**src/hdl/lad_pkg.sv**
```systemverilog
`timescale 1ns / 1ps

package lad_pkg;

  localparam int CAP_W    = 5;
  localparam int KIND_W   = 3;
  localparam int STATUS_W = 3;
  localparam int DATA_W   = 32;

  localparam logic [CAP_W-1:0] CAP_RESET = 5'd16;

  localparam logic [KIND_W-1:0] KIND_PUSH_REAR  = 3'd0;
  localparam logic [KIND_W-1:0] KIND_POP_FRONT  = 3'd1;
  localparam logic [KIND_W-1:0] KIND_PUSH_FRONT = 3'd2;
  localparam logic [KIND_W-1:0] KIND_POP_REAR   = 3'd3;
  localparam logic [KIND_W-1:0] KIND_DUMP       = 3'd4;

  localparam logic [STATUS_W-1:0] STATUS_OK        = 3'd0;
  localparam logic [STATUS_W-1:0] STATUS_OVERFLOW  = 3'd1;
  localparam logic [STATUS_W-1:0] STATUS_UNDERFLOW = 3'd2;
  localparam logic [STATUS_W-1:0] STATUS_REFUSED   = 3'd3;
  localparam logic [STATUS_W-1:0] STATUS_EMPTY     = 3'd4;

  typedef struct packed {
    logic [KIND_W-1:0]        kind;
    logic signed [DATA_W-1:0] value;
  } in_item_t;

  typedef struct packed {
    logic [STATUS_W-1:0]      status;
    logic signed [DATA_W-1:0] data;
    logic                     last;
  } out_item_t;

  // Commands from the controller to the datapath.
  typedef struct packed {
    logic exec;
    logic step;
  } lad_cmd_t;

  // Status from the datapath to the controller.
  typedef struct packed {
    logic has_result;
    logic dump_walk;
    logic last;
  } lad_stat_t;

endpackage

```
**src/hdl/lad_ctrl.sv**
```systemverilog
`timescale 1ns / 1ps

module lad_ctrl import lad_pkg::*; (
  input  logic      clk_i,
  input  logic      rst_ni,
  input  logic      in_valid_i,
  output logic      in_stall_o,
  output logic      out_valid_o,
  input  logic      out_stall_i,
  input  lad_stat_t stat_i,
  output lad_cmd_t  cmd_o
);

  localparam logic [1:0] S_IDLE   = 2'd0;
  localparam logic [1:0] S_RESULT = 2'd1;
  localparam logic [1:0] S_DUMP   = 2'd2;

  logic [1:0] state_q, state_d;
  logic       take;
  logic       in_ready;

  assign out_valid_o = (state_q != S_IDLE);
  assign take        = out_valid_o && !out_stall_i;

  // A new item may enter when the output register is free or is being emptied
  // this cycle, except in the middle of a dump walk.
  always_comb begin
    unique case (state_q)
      S_IDLE:   in_ready = 1'b1;
      S_RESULT: in_ready = take;
      S_DUMP:   in_ready = take && stat_i.last;
      default:  in_ready = 1'b0;
    endcase
  end

  assign in_stall_o = !in_ready;
  assign cmd_o.exec = in_valid_i && in_ready;
  assign cmd_o.step = (state_q == S_DUMP) && take && !stat_i.last;

  always_comb begin
    state_d = state_q;
    if (cmd_o.exec) begin
      if (!stat_i.has_result) begin
        state_d = S_IDLE;
      end else if (stat_i.dump_walk) begin
        state_d = S_DUMP;
      end else begin
        state_d = S_RESULT;
      end
    end else if (take) begin
      if (cmd_o.step) begin
        state_d = S_DUMP;
      end else begin
        state_d = S_IDLE;
      end
    end
  end

  always_ff @(posedge clk_i or negedge rst_ni) begin
    if (!rst_ni) begin
      state_q <= S_IDLE;
    end else begin
      state_q <= state_d;
    end
  end

endmodule

```
**src/hdl/lad_datapath.sv**
```systemverilog
`timescale 1ns / 1ps

module lad_datapath import lad_pkg::*; #(
  parameter int DEPTH = 16
) (
  input  logic             clk_i,
  input  logic             rst_ni,
  input  logic             cfg_we_i,
  input  logic [CAP_W-1:0] cfg_wdata_i,
  input  in_item_t         in_item_i,
  input  lad_cmd_t         cmd_i,
  output lad_stat_t        stat_o,
  output out_item_t        out_item_o
);

  localparam int IdxW = $clog2(DEPTH);
  localparam int CmpW = (IdxW + 1 > CAP_W) ? IdxW + 1 : CAP_W;

  logic [DATA_W-1:0] mem [DEPTH];

  logic [CAP_W-1:0]    cap_q;
  logic [IdxW-1:0]     front_q, front_d;
  logic [IdxW-1:0]     rear_q, rear_d;
  logic [IdxW-1:0]     walk_q, walk_d;
  logic                empty_q, empty_d;
  logic [STATUS_W-1:0] status_q, status_d;
  logic                last_q, last_d;
  logic                use_rd_q, use_rd_d;
  logic [DATA_W-1:0]   rd_q;

  logic              we, re;
  logic [IdxW-1:0]   waddr, raddr;
  logic [CmpW-1:0]   cap_ext, cap_eff;
  logic              overflow;
  logic [IdxW-1:0]   rear_inc, front_inc, front_dec, rear_dec, walk_inc;

  assign rear_inc  = rear_q + 1'b1;
  assign rear_dec  = rear_q - 1'b1;
  assign front_inc = front_q + 1'b1;
  assign front_dec = front_q - 1'b1;
  assign walk_inc  = walk_q + 1'b1;

  // The usable capacity is the register clamped to 1..DEPTH.
  always_comb begin
    cap_ext = CmpW'(cap_q);
    if (cap_ext == '0) begin
      cap_eff = CmpW'(1);
    end else if (cap_ext > CmpW'(DEPTH)) begin
      cap_eff = CmpW'(DEPTH);
    end else begin
      cap_eff = cap_ext;
    end
  end

  assign overflow = (CmpW'(rear_q) + CmpW'(1)) >= cap_eff;

  always_comb begin
    front_d  = front_q;
    rear_d   = rear_q;
    empty_d  = empty_q;
    walk_d   = walk_q;
    status_d = status_q;
    last_d   = last_q;
    use_rd_d = use_rd_q;
    we       = 1'b0;
    waddr    = front_q;
    re       = 1'b0;
    raddr    = front_q;
    if (cmd_i.step) begin
      walk_d = walk_inc;
      re     = 1'b1;
      raddr  = walk_inc;
      last_d = (walk_inc == rear_q);
    end else if (cmd_i.exec) begin
      status_d = STATUS_OK;
      last_d   = 1'b1;
      use_rd_d = 1'b0;
      unique case (in_item_i.kind)
        KIND_PUSH_REAR: begin
          if (empty_q) begin
            front_d = '0;
            rear_d  = '0;
            empty_d = 1'b0;
            we      = 1'b1;
            waddr   = '0;
          end else if (overflow) begin
            status_d = STATUS_OVERFLOW;
          end else begin
            rear_d = rear_inc;
            we     = 1'b1;
            waddr  = rear_inc;
          end
        end
        KIND_POP_FRONT: begin
          if (empty_q) begin
            status_d = STATUS_UNDERFLOW;
          end else begin
            re       = 1'b1;
            raddr    = front_q;
            use_rd_d = 1'b1;
            if (front_q >= rear_q) begin
              front_d = '0;
              rear_d  = '0;
              empty_d = 1'b1;
            end else begin
              front_d = front_inc;
            end
          end
        end
        KIND_PUSH_FRONT: begin
          if (empty_q || front_q == '0) begin
            status_d = STATUS_REFUSED;
          end else begin
            front_d = front_dec;
            we      = 1'b1;
            waddr   = front_dec;
          end
        end
        KIND_POP_REAR: begin
          if (empty_q) begin
            status_d = STATUS_UNDERFLOW;
          end else begin
            re       = 1'b1;
            raddr    = rear_q;
            use_rd_d = 1'b1;
            if (front_q >= rear_q) begin
              front_d = '0;
              rear_d  = '0;
              empty_d = 1'b1;
            end else begin
              rear_d = rear_dec;
            end
          end
        end
        KIND_DUMP: begin
          if (empty_q) begin
            status_d = STATUS_EMPTY;
          end else begin
            re       = 1'b1;
            raddr    = front_q;
            use_rd_d = 1'b1;
            walk_d   = front_q;
            last_d   = (front_q == rear_q);
          end
        end
        default: begin
        end
      endcase
    end
  end

  assign stat_o.has_result = (in_item_i.kind <= KIND_DUMP);
  assign stat_o.dump_walk  = (in_item_i.kind == KIND_DUMP) && !empty_q;
  assign stat_o.last       = last_q;

  always_ff @(posedge clk_i) begin
    if (we) begin
      mem[waddr] <= in_item_i.value;
    end
    if (re) begin
      rd_q <= mem[raddr];
    end
  end

  always_ff @(posedge clk_i or negedge rst_ni) begin
    if (!rst_ni) begin
      cap_q   <= CAP_RESET;
      front_q <= '0;
      rear_q  <= '0;
      empty_q <= 1'b1;
    end else begin
      if (cfg_we_i) begin
        cap_q <= cfg_wdata_i;
      end
      front_q <= front_d;
      rear_q  <= rear_d;
      empty_q <= empty_d;
    end
  end

  always_ff @(posedge clk_i) begin
    walk_q   <= walk_d;
    status_q <= status_d;
    last_q   <= last_d;
    use_rd_q <= use_rd_d;
  end

  assign out_item_o.status = status_q;
  assign out_item_o.data   = use_rd_q ? rd_q : '0;
  assign out_item_o.last   = last_q;

endmodule

```
**src/hdl/linear_array_deque.sv**
```systemverilog
`timescale 1ns / 1ps
// Push and pop results appear in the cycle after the item is accepted.
// One item per cycle is taken while the output is not stalled and no dump is being walked out.
// A dump gives one element per cycle from the store's read port while the output is not stalled,
// and holds off new items until its last element is taken.
// Reset clears the front and rear indices, sets the empty flag and the capacity to 16; the store is not cleared.

module linear_array_deque import lad_pkg::*; #(
  parameter int DEPTH = 16
) (
  input  logic             clk_i,
  input  logic             rst_ni,
  input  logic             cfg_we_i,
  input  logic [CAP_W-1:0] cfg_wdata_i,
  input  logic             in_valid_i,
  output logic             in_stall_o,
  input  in_item_t         in_item_i,
  output logic             out_valid_o,
  input  logic             out_stall_i,
  output out_item_t        out_item_o
);

  lad_cmd_t  cmd;
  lad_stat_t stat;

  lad_ctrl u_ctrl (
    .clk_i       (clk_i),
    .rst_ni      (rst_ni),
    .in_valid_i  (in_valid_i),
    .in_stall_o  (in_stall_o),
    .out_valid_o (out_valid_o),
    .out_stall_i (out_stall_i),
    .stat_i      (stat),
    .cmd_o       (cmd)
  );

  lad_datapath #(
    .DEPTH (DEPTH)
  ) u_datapath (
    .clk_i       (clk_i),
    .rst_ni      (rst_ni),
    .cfg_we_i    (cfg_we_i),
    .cfg_wdata_i (cfg_wdata_i),
    .in_item_i   (in_item_i),
    .cmd_i       (cmd),
    .stat_o      (stat),
    .out_item_o  (out_item_o)
  );

endmodule

```
**config.mk**
```make
export PLATFORM = sky130hd
export DESIGN_NAME = linear_array_deque
export DESIGN_NICKNAME = d
export VERILOG_FILES = /design/src/hdl/lad_pkg.sv /design/src/hdl/lad_ctrl.sv /design/src/hdl/lad_datapath.sv /design/src/hdl/linear_array_deque.sv
export SDC_FILE = /design/constraint.sdc
export NUM_CORES = 1
export LEC_CHECK = 0
export BUFFER_PORTS_ARGS = -buffer_cell sky130_fd_sc_hd__buf_2
export CAP_MARGIN = 20
export CELL_PAD_IN_SITES_DETAIL_PLACEMENT = 0
export CELL_PAD_IN_SITES_GLOBAL_PLACEMENT = 1
export CORE_ASPECT_RATIO = 2
export CORE_MARGIN = 3
export CORE_UTILIZATION = 40
export CTS_CLUSTER_DIAMETER = 200
export DETAILED_ROUTE_END_ITERATION = 6
export GPL_TIMING_DRIVEN = 0
export PLACE_DENSITY = 0.65
export SYNTH_ARGS = -nofsm -noshare
export SYNTH_HDL_FRONTEND = slang
export SYNTH_SLANG_ARGS = --single-unit
```
**constraint.sdc**
```tcl
create_clock -name clk_i -period 9.6 [get_ports clk_i]
set_clock_uncertainty 0.15 [all_clocks]
set_input_delay 1.44 -clock clk_i [delete_from_list [all_inputs] [get_ports clk_i]]
set_output_delay 1.44 -clock clk_i [all_outputs]
set_load 0.005 [all_outputs]
```
# After elaboration in Yosys (flattened, before gate mapping)
# Memories as Yosys holds them, arrays and structs flattened. A register that Yosys moved wholly into a read port is not among the register bits.
# Cells that the tools add are included.
[totals] inputBits=45 memories=1 regBits=25 ram_bits=512
[classes] n_mux=59 n_reduce_logical=29 eq_ne=15 order_cmp=4 n_bitwise=1 add_sub_neg=6
[memory_table] memory="u_datapath.mem" depth=16 width=32 rd=1 rd_clocked_by_memory_dff=1 write_ports=1 line_no="lad_datapath.sv:19" text="logic [DATA_W-1:0] mem [DEPTH];"
[ops] cell="$mux W4" n=22
[ops] cell="$mux W32" n=1
[ops] cell="$mux W1" n=18
[ops] cell="$pmux W4 S4" n=1
[ops] cell="$mux W2" n=7
[ops] cell="$reduce_and A7 Y1" n=2
[ops] cell="$add A4 B1 Y4 const B" n=3
[ops] cell="$pmux W3 S4" n=1
[ops] cell="$pmux W4 S3" n=1
[ops] cell="$mux W5" n=2
[ops] cell="$reduce_bool A2 Y1" n=5
[ops] cell="$eq A4 B4 Y1" n=2
[ops] cell="$pmux W4 S2" n=1
[ops] cell="$sub A4 B1 Y4 const B" n=2
[ops] cell="$eq A3 B2 Y1 const B" n=2
[ops] cell="$logic_and A1 B1 Y1" n=6
[ops] cell="$mux W3" n=2
[ops] cell="$ne A2 B1 Y1 const B" n=3
[ops] cell="$ne A2 B2 Y1 const B" n=3
[ops] cell="$reduce_and A3 Y1" n=2
[ops] cell="$add A4 B1 Y5 const B" n=1
[ops] cell="$ge A5 B5 Y1" n=1
[ops] cell="$gt A5 B5 Y1 const B" n=1
[ops] cell="$logic_not A5 Y1" n=1
[ops] cell="20 further kinds" n=24

# Depth between registers and ports, before layout
# Gate-level depths: netlist of run 1.
[depth] word_depth=11 ltp_mapped=12 depth_no_buf=11

# Hierarchy
# From an unflattened synthesis of run 1, not the netlist that was laid out.
[unflattened] cells_unflattened=1340 area_unflattened_um2=22962.0
[by_module_without_submodules] mod="lad_datapath" area_per_inst_um2=22804.4 seq_area_each_um2=16958.8 instances=1 cells_each=1324
[by_module_without_submodules] mod="lad_ctrl" area_per_inst_um2=157.7 seq_area_each_um2=50.0 instances=1 cells_each=16

# Worst setup path before layout of run 1
# No wires, ideal clock.
[synth_timing] kind="input-to-reg" start="input out_stall_i" end="memory u_datapath.mem[12][0] (enable)" n_path_buf=1 stages=7 required_ps=8948 slack_ps=3040 arrival_time_ps=5909 cell_sequence="nor3b_2 > o21ai_1 > buf_2 > nor3_4 > o21ai_1 > a211o_1 > nor4_1"
[synth_between] elab_chain_cells=9
[synth_lines] item="start, declared" line_no="linear_array_deque.sv:19" text="input logic out_stall_i,"
[synth_lines] item="$logic_not A1 Y1 (*)" line_no="lad_ctrl.sv:23" text="assign take = out_valid_o && !out_stall_i;"
[synth_lines] item="$logic_and A1 B1 Y1 (*)" line_no="lad_ctrl.sv:23"
[synth_lines] item="$logic_and A1 B1 Y1" line_no="lad_ctrl.sv:31" text="S_DUMP: in_ready = take && stat_i.last;"
[synth_lines] item="$pmux W1 S3" line_no="lad_ctrl.sv:28" text="unique case (state_q)"
[synth_lines] item="$logic_and A1 B1 Y1" line_no="lad_ctrl.sv:37" text="assign cmd_o.exec = in_valid_i && in_ready;"
[synth_lines] item="$mux W1" line_no="lad_datapath.sv:74" text="end else if (cmd_i.exec) begin"
[synth_lines] item="$mux W1" line_no="lad_datapath.sv:69" text="if (cmd_i.step) begin"
[synth_lines] item="$mux W1" line_no="lad_datapath.sv:157" text="if (we) begin"
[synth_lines] item="$mux W1 (implied by the code)" line_no="lad_datapath.sv:158" text="mem[waddr] <= in_item_i.value;"
[synth_lines] item="end, declared" line_no="lad_datapath.sv:19"
# Mark *: on every way between the ends. The rest lies on a longest branch, timed or not.

# Worst setup path in the final report of run 1
[layout_timing] start="register u_datapath.rear_q[0]" end="memory u_datapath.mem[4][16] (enable)"
[layout_between] elab_chain_cells=9
[layout_lines] item="start, declared" line_no="lad_datapath.sv:23" text="logic [IdxW-1:0] rear_q, rear_d;"
[layout_lines] item="start signal, assigned" line_no="lad_datapath.sv:176" text="rear_q <= rear_d;"
[layout_lines] item="$add A4 B1 Y5" line_no="lad_datapath.sv:55" text="assign overflow = (CmpW'(rear_q) + CmpW'(1)) >= cap_eff;"
[layout_lines] item="$ge A5 B5 Y1" line_no="lad_datapath.sv:55"
[layout_lines] item="$mux W1" line_no="lad_datapath.sv:86" text="end else if (overflow) begin"
[layout_lines] item="$mux W1" line_no="lad_datapath.sv:80" text="if (empty_q) begin"
[layout_lines] item="$pmux W1 S2" line_no="lad_datapath.sv:78" text="unique case (in_item_i.kind)"
[layout_lines] item="$mux W1" line_no="lad_datapath.sv:74"
[layout_lines] item="$mux W1" line_no="lad_datapath.sv:69"
[layout_lines] item="$mux W1" line_no="lad_datapath.sv:157"
[layout_lines] item="$mux W1 (implied by the code)" line_no="lad_datapath.sv:158"
# Several ways; a longest one is shown, not always the timed one.

==> results.cfg, run 1 <==
[status]
status = complete, no violations

[floorplanning]
core_mm2 = 0.0574
start_util_pct = 40.6
core.rowCount = 124
dieArea_mm2 = 0.0614
die_w_um = 177
io_pins = 83
dieHeight_um = 347

[clock_tree]
ctsHoldBuffers = 0
clock_latency_ns = 0.59
clock_path_buffers = 3
post_cts_resized = 0
cts_inserted_buffers = 51
ctsHtreeMaxLevel = 2
cts_tree = yes
numClockSinks = 569
clkTransAtPathRegs_ns = 0.07
cts_setup_buffers = 0
root_buffer = clkbuf_16

[place]
hpwl_mm = 51.3
gp_congestion = 0.870
io_buffers = 82

[sta]
hold_viol = 0
period_needed_ns = 5.32
rsz0062_at_grt = no
slew_viol_final = 0
setup_tns_ns = 0
tightest_slew_ns = 1.05
relSlewSlack_pct = 29.7
layout_worst_path_cycle_share_pct = 55.4
setup_viol = 0
max_freq_ghz = 0.188

[finish]
final_common_cell = edfxtp_1
synthToLayoutAreaGrowth_pct = 16.6
antenna_cells = 0
final_cell_mix = 553 x edfxtp_1, 518 x nand2_1, 203 x a21oi_1
layout-drive-gt1-share_pct = 15.6
fin_util_pct = 47.4
num-nets-final = 2148

[yosys]
synth_area_leaders = edfxtp_1 71%, nand2_1 8.3%, a21oi_1 4.4%
yosys.area.top_type = edfxtp_1
syn_area_mm2 = 0.0233
synth_warnings = 0
synthFlopType = edfxtp_1
ys_ff_latch = 569
synth_top_area_share_pct = 71.2
synthesis.nets = 1924
syn_inst = 1865
async_flop_share_pct = 2.81
ys_types = 60
synth-seq-area-share_pct = 72.9
synth_edf_count = 553
avgSynthCellArea_um2 = 12.5

[worst_setup_path]
crit_arrival_ns = 5.46
critPathLaunchType = flip-flop
cp_data_required_time_ns = 9.74
cp-end-kind = flip-flop
criticalPathCategory = flip-flop to flip-flop
worstPathMaxFanout = 8

[detailed_routing]
via_count = 15883
ant_nets = 0
routedWlPerCell_um = 24.5
dr.pass1.iters = 6
initialDrtViolationCount = 1200
vias_per_cell = 5.50
totalWireLength_mm = 70.8
drc = 0

[global_route]
overflow = 0
grt_use_total_pct = 22.7
grt_pass1_wl_mm = 103
grt_max_degree = 17
grt_pass1_vias = 15805
antenna_found_initial = 0

[pwr]
power.density_mw_per_mm2 = 210
leakage_nw = 9.49
ir_drop_uv = 144

[worst_hold_path]
hold_class = flip-flop to flip-flop

[job]
max-cap-violations = 0
[path summary, 6_finish.rpt]
path | startpoint | endpoint | slack (ns) | cells after the start
worst max-delay path | u_datapath.rear_q[0] | u_datapath.mem[4][16] | 4.28 | 13
worst min-delay path | u_datapath.cap_ext[0] | u_datapath.cap_ext[0] | 0.40 | 1
worst max register to register | u_datapath.rear_q[0] | u_datapath.mem[4][16] | 4.28 | 13
worst min register to register | u_datapath.cap_ext[0] | u_datapath.cap_ext[0] | 0.40 | 1
max in group asynchronous | rst_ni | u_datapath.cap_ext[4] | 8.33 | 1
min in group asynchronous | rst_ni | u_datapath.front_q[3] | 0.63 | 1
[metal layers]
metal,global-route usage [%],wire length [um]
met2,43.2,39100
met3,2.73,3310
met5,0,0
met1,24.7,24900
met4,10.4,3480
[sequential cells by signal, indices dropped and copies added, names as in the netlist, 2 cells and up]
name,flops
u_datapath.rd_q,32
u_datapath.walk_q,4
u_datapath.rear_q,4
u_ctrl.state_q,2
u_datapath.front_q,4
u_datapath.status_q,3
u_datapath.mem,512
u_datapath.cap_ext,5
[report_power, final]
group	total, W	switching (W)	internal [W]
Combinational	0.000813	0.000580	0.000234
Sequential	0.00280	0.0000281	0.00278
Clock	0.00209	0.000918	0.00118
[area by class of cell]
class                           instances  area, um2
Buffer                                114        544
Clock buffer                           64       1370
Clock inverter                         30        314
Fill cell                            5153      30200
Inverter                               12       45.0
Multi-Input combinational cell       1170       5830
Sequential cell                       569      17000
Tap cell                              756        946
Timing Repair Buffer                  171       1120
[cells in the mapped netlist (2+ instances only)]
cell type	instances
a211o_1	2
a211oi_1	2
a21o_1	7
a21oi_1	203
a21oi_2	2
a221oi_1	2
a22oi_1	4
a31oi_1	3
a32oi_1	3
and2_1	33
and3_1	4
buf_1	5
buf_2	33
buf_4	18
clkbuf_1	57
dfrtp_1	14
dfstp_2	2
edfxtp_1	553
ha_1	14
inv_1	12
mux2_2	4
mux2i_1	3
mux4_2	2
nand2_1	518
nand2b_1	9
nand3_1	99
nand3b_1	2
nand4_1	32
nor2_1	31
nor2b_1	2
nor3_1	6
nor4_1	18
o2111ai_1	3
o211ai_1	3
o21a_1	2
o21ai_0	75
o21ai_1	47
o22ai_1	2
o31ai_1	3
or2_2	2
or3_1	3
or4_1	2
xnor2_1	5
xor2_1	3
[worst max-delay path: stages, from the launching register on]
cell	delay (ns)
dfrtp_1	0.49
clkbuf_1	0.45
nand3_1	0.16
xnor2_1	0.43
inv_1	0.16
ha_1	0.31
nand2_1	0.05
o21ai_0	0.56
o21ai_0	0.28
a22o_1	0.39
nor4_2	0.87
buf_4	0.31
buf_4	0.19
buf_4	0.20
[per-stage QoR]
stage / hold slack [ns] / area [um2] / worst slack [ns] / total power, W / instances
floorplan: 0.331 / 23300 / 3.04 / 0.00331 / 1865
global placement: 0.375 / 24700 / -1.75 / 0.00367 / 2703
detailed placement: 0.388 / 25500 / 4.26 / 0.00368 / 2792
CTS: 0.403 / 27200 / 4.24 / 0.00576 / 2886
global route: 0.403 / 27200 / 4.05 / 0.00590 / 2886
finish: 0.396 / 27200 / 4.28 / 0.00571 / 2886
[logic make-up (layout without fill, tap and decap cells)]
| logic type | Yosys count | after routing | synth area share [%] |
|---|---|---|---|
| DFF | 569 | 569 | 72.9 |
| AOI/OAI and AO/OA | 372 | 372 | 8.66 |
| adders and majority gates | 14 | 14 | 0.751 |
| muxes | 9 | 9 | 0.515 |
| xor gates and xnor gates | 8 | 8 | 0.300 |
| and+or+nand+nor | 767 | 767 | 14.3 |
| buffers and inverters | 126 | 391 | 2.53 |
Power figures use the tool's default switching activity.
==> run 2, diff against run 1 <==
==> constraint.sdc (replaced) <==
create_clock -name clk_i -period 5.21 [get_ports clk_i]
set_clock_uncertainty 0.15 [all_clocks]
set_input_delay 0.7815 -clock clk_i [delete_from_list [all_inputs] [get_ports clk_i]]
set_output_delay 0.7815 -clock clk_i [all_outputs]
set_load 0.005 [all_outputs]
==> run 2 against run 1 <==
Effect of this change:
- combinational power rose by 89%
- sequential share of layout area down 0.11 points
- final cell count fell by 0.24%
- worst hold slack got worse by 0.11 ns
- clock-buffer cell count fell by 1
- clock power increased by 74%
- utilization increased by 0.087 points
- cell area rose by 0.18%
- maximum frequency increased by 11%
- critical path depth unchanged
- die area did not move
- setup slack got worse by 3.9 ns
- critical path type unchanged
- largest power group unchanged
- highest routed layer unchanged
==> results.cfg, run 2 (same netlist as run 1, synthesis figures left out) <==
[pwr]
leakage_nw = 9.46
power.share.combinational_pct = 14.9
power.density_mw_per_mm2 = 379
switching_share_pct = 27.0
ir_drop_uv = 243
seqPwrFrac_pct = 50.0
power.switching_w = 0.00279
pwr-share-clk_pct = 35.1
power.internal_w = 0.00754

[worst_setup_path]
reg2reg_depth = 13
crit_slowest_cell = a211o_1
cp_top_family = compound AO/OA/AOI/OAI gates
cp-startpoint = u_datapath.rear_q[0]
worstPathMaxFanout = 8
crit_path_cell_trace = clkbuf_2 > inv_1 > ha_1 > ha_1 > a21o_1 > a21oi_1 > o21a_1 > o21ai_1 > a211o_1 > nor4_4 > buf_4 > buf_4 > buf_4
cp-end-kind = flip-flop
cp-endpoint = u_datapath.mem[4][16]
rr_startpoint = u_datapath.rear_q[0]
criticalPathCategory = flip-flop to flip-flop
cp_data_required_time_ns = 5.35
r2r_end = u_datapath.mem[4][16]
reg2reg_slack_ns = 0.40
crit_buf_inv = 5
crit_arrival_ns = 4.95
critPathMaxStageDelay_ns = 0.61
critPathLaunchType = flip-flop
worst_path_most_repeated_cell = buf_4
worstSetupPathDepth = 13

[global_route]
antenna_found_initial = 1
grt_use_total_pct = 23.1
grt_pass1_wl_mm = 104
grt_max_degree = 17
grt_pass1_vias = 16087
overflow = 0

[floorplanning]
start_util_pct = 40.6
dieHeight_um = 347
core_mm2 = 0.0574
core.rowCount = 124
die_w_um = 177
dieArea_mm2 = 0.0614
io_pins = 83

[finish]
fillers = 5219
seq_area_mm2 = 0.0170
layout-drive-gt1-share_pct = 15.2
final_common_cell = edfxtp_1
final_cell_mix = 553 x edfxtp_1, 518 x nand2_1, 203 x a21oi_1
synthToLayoutAreaGrowth_pct = 16.8
top_register = u_datapath.mem
num-nets-final = 2144
multi_input_area_mm2 = 0.00596
largest_reg_flops = 512
final_cell_area_mm2 = 0.0272

[detailed_routing]
totalWireLength_mm = 71.3
routedWlPerCell_um = 24.8
drc = 0
via_count = 15644
vias_per_cell = 5.43
dr.pass1.iters = 6
initialDrtViolationCount = 1197
ant_nets = 0

[clock_tree]
clock_latency_ns = 0.58
clock_path_buffers = 3
clkTransAtPathRegs_ns = 0.06
numClockSinks = 569
root_buffer = clkbuf_16
cts_tree = yes
ctsHtreeMaxLevel = 2
cts_inserted_buffers = 50

[job]
max-cap-violations = 0

[sta]
max_freq_ghz = 0.208
setup_tns_ns = 0
worst_slack_ns = 0.402
slew_viol_final = 0
relSlewSlack_pct = 29.1
period_needed_ns = 4.81
tightest_slew_ns = 1.06
setup_viol = 0
rsz0062_at_grt = no
layout_worst_path_cycle_share_pct = 92.3
hold_viol = 0

[worst_hold_path]
hold_class = input port to flip-flop

[place]
gp_congestion = 0.864
hpwl_mm = 51.8
io_buffers = 82
placed_cell_area_mm2 = 0.0255
dp_slack_ns = -0.223

[status]
status = complete, no violations
[run 2: cell types whose count changed in the layout (fill, tap and decap cells not counted), sizes merged]
cell / before / now
buf: 228 / 224
bufinv: 6 / 4
clkbuf: 121 / 120
clkinvlp: 3 / 2
diode: 0 / 1
dlygate4sd3: 0 / 1
inv: 14 / 13
[run 2: power groups by stage]
stage | logic (W) | clock network [W] | registers, W
after floorplan | 0.000854 | 0 | 0.00524
after global placement | 0.00149 | 0 | 0.00527
after detailed placement | 0.00154 | 0 | 0.00526
after CTS | 0.00156 | 0.00369 | 0.00517
after global routing | 0.00169 | 0.00384 | 0.00517
final | 0.00154 | 0.00363 | 0.00516
[run 2: worst min-delay path by stage]
stage,start,endpoint,cells past startpoint
2_1_floorplan,u_datapath.cap_ext[0],u_datapath.cap_ext[0],1
3_3_place_gp,u_datapath.cap_ext[0],u_datapath.cap_ext[0],1
3_5_place_dp,u_datapath.cap_ext[2],u_datapath.cap_ext[2],1
4_1_cts,cfg_wdata_i[3],u_datapath.cap_ext[3],2
5_1_grt,cfg_wdata_i[2],u_datapath.cap_ext[2],2
6_report,cfg_wdata_i[3],u_datapath.cap_ext[3],2
[run 2: routing by layer]
layer	vias up	track usage, %	part of all wire [%]
met1	7854	24.8	35
met3	144	2.67	4.2
met5	-	0	0
met4	0	10.3	4.6
li1	7201	-	-
met2	445	44.4	56
[run 2: what timing repair did]
action                                  CTS  global route
pin swaps                                 0             1
hold endpoints to repair                 14             0
hold buffers                              1             0
cloned                                    0             0
buffers inserted                          0             2
endpoints found under the setup margin   55            36
resized for setup                         9             5
[run 2: through the flow]
stage          power [W]  util, %  hold slack, ns  cells
2_1_floorplan    0.00610        -           0.331   1865
3_3_place_gp     0.00676     43.0           0.378   2703
3_5_place_dp     0.00681     44.5           0.384   2783
4_1_cts           0.0104     47.3           0.258   2873
5_1_grt           0.0107     47.4           0.276   2878
6_report          0.0103     47.4           0.287   2879
[run 2: final cells by class]
type | instances | area share [%]
sequential | 569 | 62.5
multi-input combinational | 1170 | 21.9
clock buffer | 63 | 4.85
timing repair buffer | 168 | 4.32
tap | 756 | 3.47
buffer | 114 | 2.00
clock inverter | 26 | 0.832
inverter | 12 | 0.165
antenna | 1 | 0.00919
==> run 3, diff against run 2 <==
--- a/config.mk
+++ b/config.mk
@@ -9,8 +9,8 @@
 export CAP_MARGIN = 20
 export CELL_PAD_IN_SITES_DETAIL_PLACEMENT = 0
 export CELL_PAD_IN_SITES_GLOBAL_PLACEMENT = 1
-export CORE_ASPECT_RATIO = 2
-export CORE_MARGIN = 3
+export CORE_ASPECT_RATIO = 0.6
+export CORE_MARGIN = 2
 export CORE_UTILIZATION = 40
 export CTS_CLUSTER_DIAMETER = 200
 export DETAILED_ROUTE_END_ITERATION = 6
==> run 3 against run 2 <==
Effect of this change:
- maximum frequency decreased by 6.4%
- power increased by 1.3%
- worst hold slack got worse by 0.040 ns
- sequential share of layout area decreased by 0.12 points
- utilization about the same
- sequential power about the same
- die area decreased by 1.8%
- register-to-register slack got worse by 0.33 ns
==> results.cfg, run 3 (same netlist as run 1, synthesis figures left out) <==
[worst_setup_path]
cp_data_required_time_ns = 5.36
criticalPathCategory = flip-flop to flip-flop
rr_startpoint = u_datapath.rear_q[0]
cp-startpoint = u_datapath.rear_q[0]
cp-end-kind = flip-flop
worstPathMaxFanout = 8
critPathLaunchType = flip-flop
crit_arrival_ns = 5.29
reg2reg_depth = 13
reg2reg_slack_ns = 0.07
r2r_end = u_datapath.mem[6][13]

[place]
hpwl_mm = 48.9
dp_cells = 2794
dp_slack_ns = -0.166
gp_congestion = 0.848
io_buffers = 82

[sta]
relSlewSlack_pct = 14.0
period_needed_ns = 5.14
hold_viol = 0
setup_tns_ns = 0
slew_viol_final = 0
tightest_slew_ns = 1.28
layout_worst_path_cycle_share_pct = 98.6
holdWs_ns = 0.246
max_freq_ghz = 0.195
rsz0062_at_grt = yes
setup_viol = 0
worst_slack_ns = 0.0728

[detailed_routing]
vias_per_cell = 5.50
drc = 0
routedWlPerCell_um = 23.8
ant_nets = 0
via_count = 15938
dr.pass1.iters = 5
initialDrtViolationCount = 1916
totalWireLength_mm = 69.0

[worst_hold_path]
whs_path_depth = 3
hold_class = input port to flip-flop
min_from = cfg_wdata_i[4]
holdPathEnd = u_datapath.cap_ext[4]

[global_route]
grt_use_total_pct = 23.0
grt_util_met1_pct = 36.5
grt_pass1_wl_mm = 100
met3_usage_pct = 4.74
grt_max_degree = 17
antenna_found_initial = 1
grt_pass1_vias = 14888
overflow = 0
met2_usage_pct = 32.1
top_usage_layer = met1

[floorplanning]
io_pins = 83
start_util_pct = 40.5
die_w_um = 316
dieHeight_um = 191
dieArea_mm2 = 0.0603
core.rowCount = 68
core_mm2 = 0.0575

[pwr]
ir_drop_uv = 286
power.density_mw_per_mm2 = 384
leakage_nw = 9.50

[clock_tree]
numClockSinks = 569
clock_path_buffers = 3
cts_tree = yes
clock_latency_ns = 0.59
root_buffer = clkbuf_16
ctsHtreeMaxLevel = 2
clkTransAtPathRegs_ns = 0.06
cts_inserted_buffers = 54

[finish]
largest_reg_flops = 512
finalNonFillerCells = 2896
top_register = u_datapath.mem
num-nets-final = 2144
fillers = 5180
final_common_cell = edfxtp_1
layout-drive-gt1-share_pct = 15.3
synthToLayoutAreaGrowth_pct = 17.0
final_cell_mix = 553 x edfxtp_1, 518 x nand2_1, 203 x a21oi_1

[job]
max-cap-violations = 0

[status]
status = complete, no violations
==> run 3: critical path, cell delays in order, from the launching register on <==
cell	delay (ns)
dfrtp_1	0.48
clkbuf_1	0.42
inv_1	0.11
ha_1	0.49
ha_1	0.29
a21o_1	0.16
a21oi_1	0.18
o21a_1	0.38
o21ai_1	0.23
a211o_1	0.53
nor4_2	0.72
buf_4	0.29
buf_4	0.21
buf_4	0.18
==> run 3: worst max path at each step <==
stage          depth (start not counted)                      to  slack, ns
2_1_floorplan                         10   u_datapath.mem[12][0]      -0.97
3_3_place_gp                          10  u_datapath.mem[12][21]      -6.10
3_5_place_dp                          14   u_datapath.mem[2][16]      -0.17
4_1_cts                               13   u_datapath.mem[0][17]       0.05
5_1_grt                               13  u_datapath.mem[10][24]      -0.08
6_report                              13   u_datapath.mem[6][13]       0.07
==> run 3: metrics by stage <==
step | util (%) | area, um2 | total power [W]
final | 47.4 | 27300 | 0.0105
after global routing | 47.4 | 27300 | 0.0109
after CTS | 47.3 | 27200 | 0.0105
after detailed placement | 44.3 | 25500 | 0.00676
after global placement | 43.0 | 24700 | 0.00671
after floorplan | - | 23300 | 0.00610
==> run 3: layout make-up <==
cell class	instances	area, um2	area share, %
antenna	2	5.00	0.0183
timing repair buffer	164	1130	4.14
clock buffer	75	1540	5.66
buffer	114	544	1.99
clock inverter	20	121	0.445
multi-input combinational	1170	5930	21.7
sequential	569	17000	62.3
tap	770	963	3.53
inverter	12	45.0	0.165
==> run 3: where the power goes <==
group	internal (W)	switching, W
combinational	0.000439	0.00111
clock	0.00210	0.00166
sequential	0.00512	0.0000433
==> run 3: per-layer routing <==
| metal | vias up | routed length, um | part of all wire [%] |
|---|---|---|---|
| li1 | 7229 | - | - |
| met1 | 7908 | 32700 | 47 |
| met2 | 709 | 28100 | 41 |
| met3 | 92 | 6990 | 10 |
| met4 | 0 | 1200 | 1.7 |
| met5 | - | 0 | 0 |
==> run 3: repair_timing <==
| item | CTS | global route |
|---|---|---|
| setup endpoints to repair | 22 | 148 |
| hold endpoints to repair | 14 | 0 |
| gates resized for setup | 4 | 4 |
| buffers inserted | 0 | 2 |
| hold buffers | 1 | 0 |
| pin swaps | 0 | 1 |
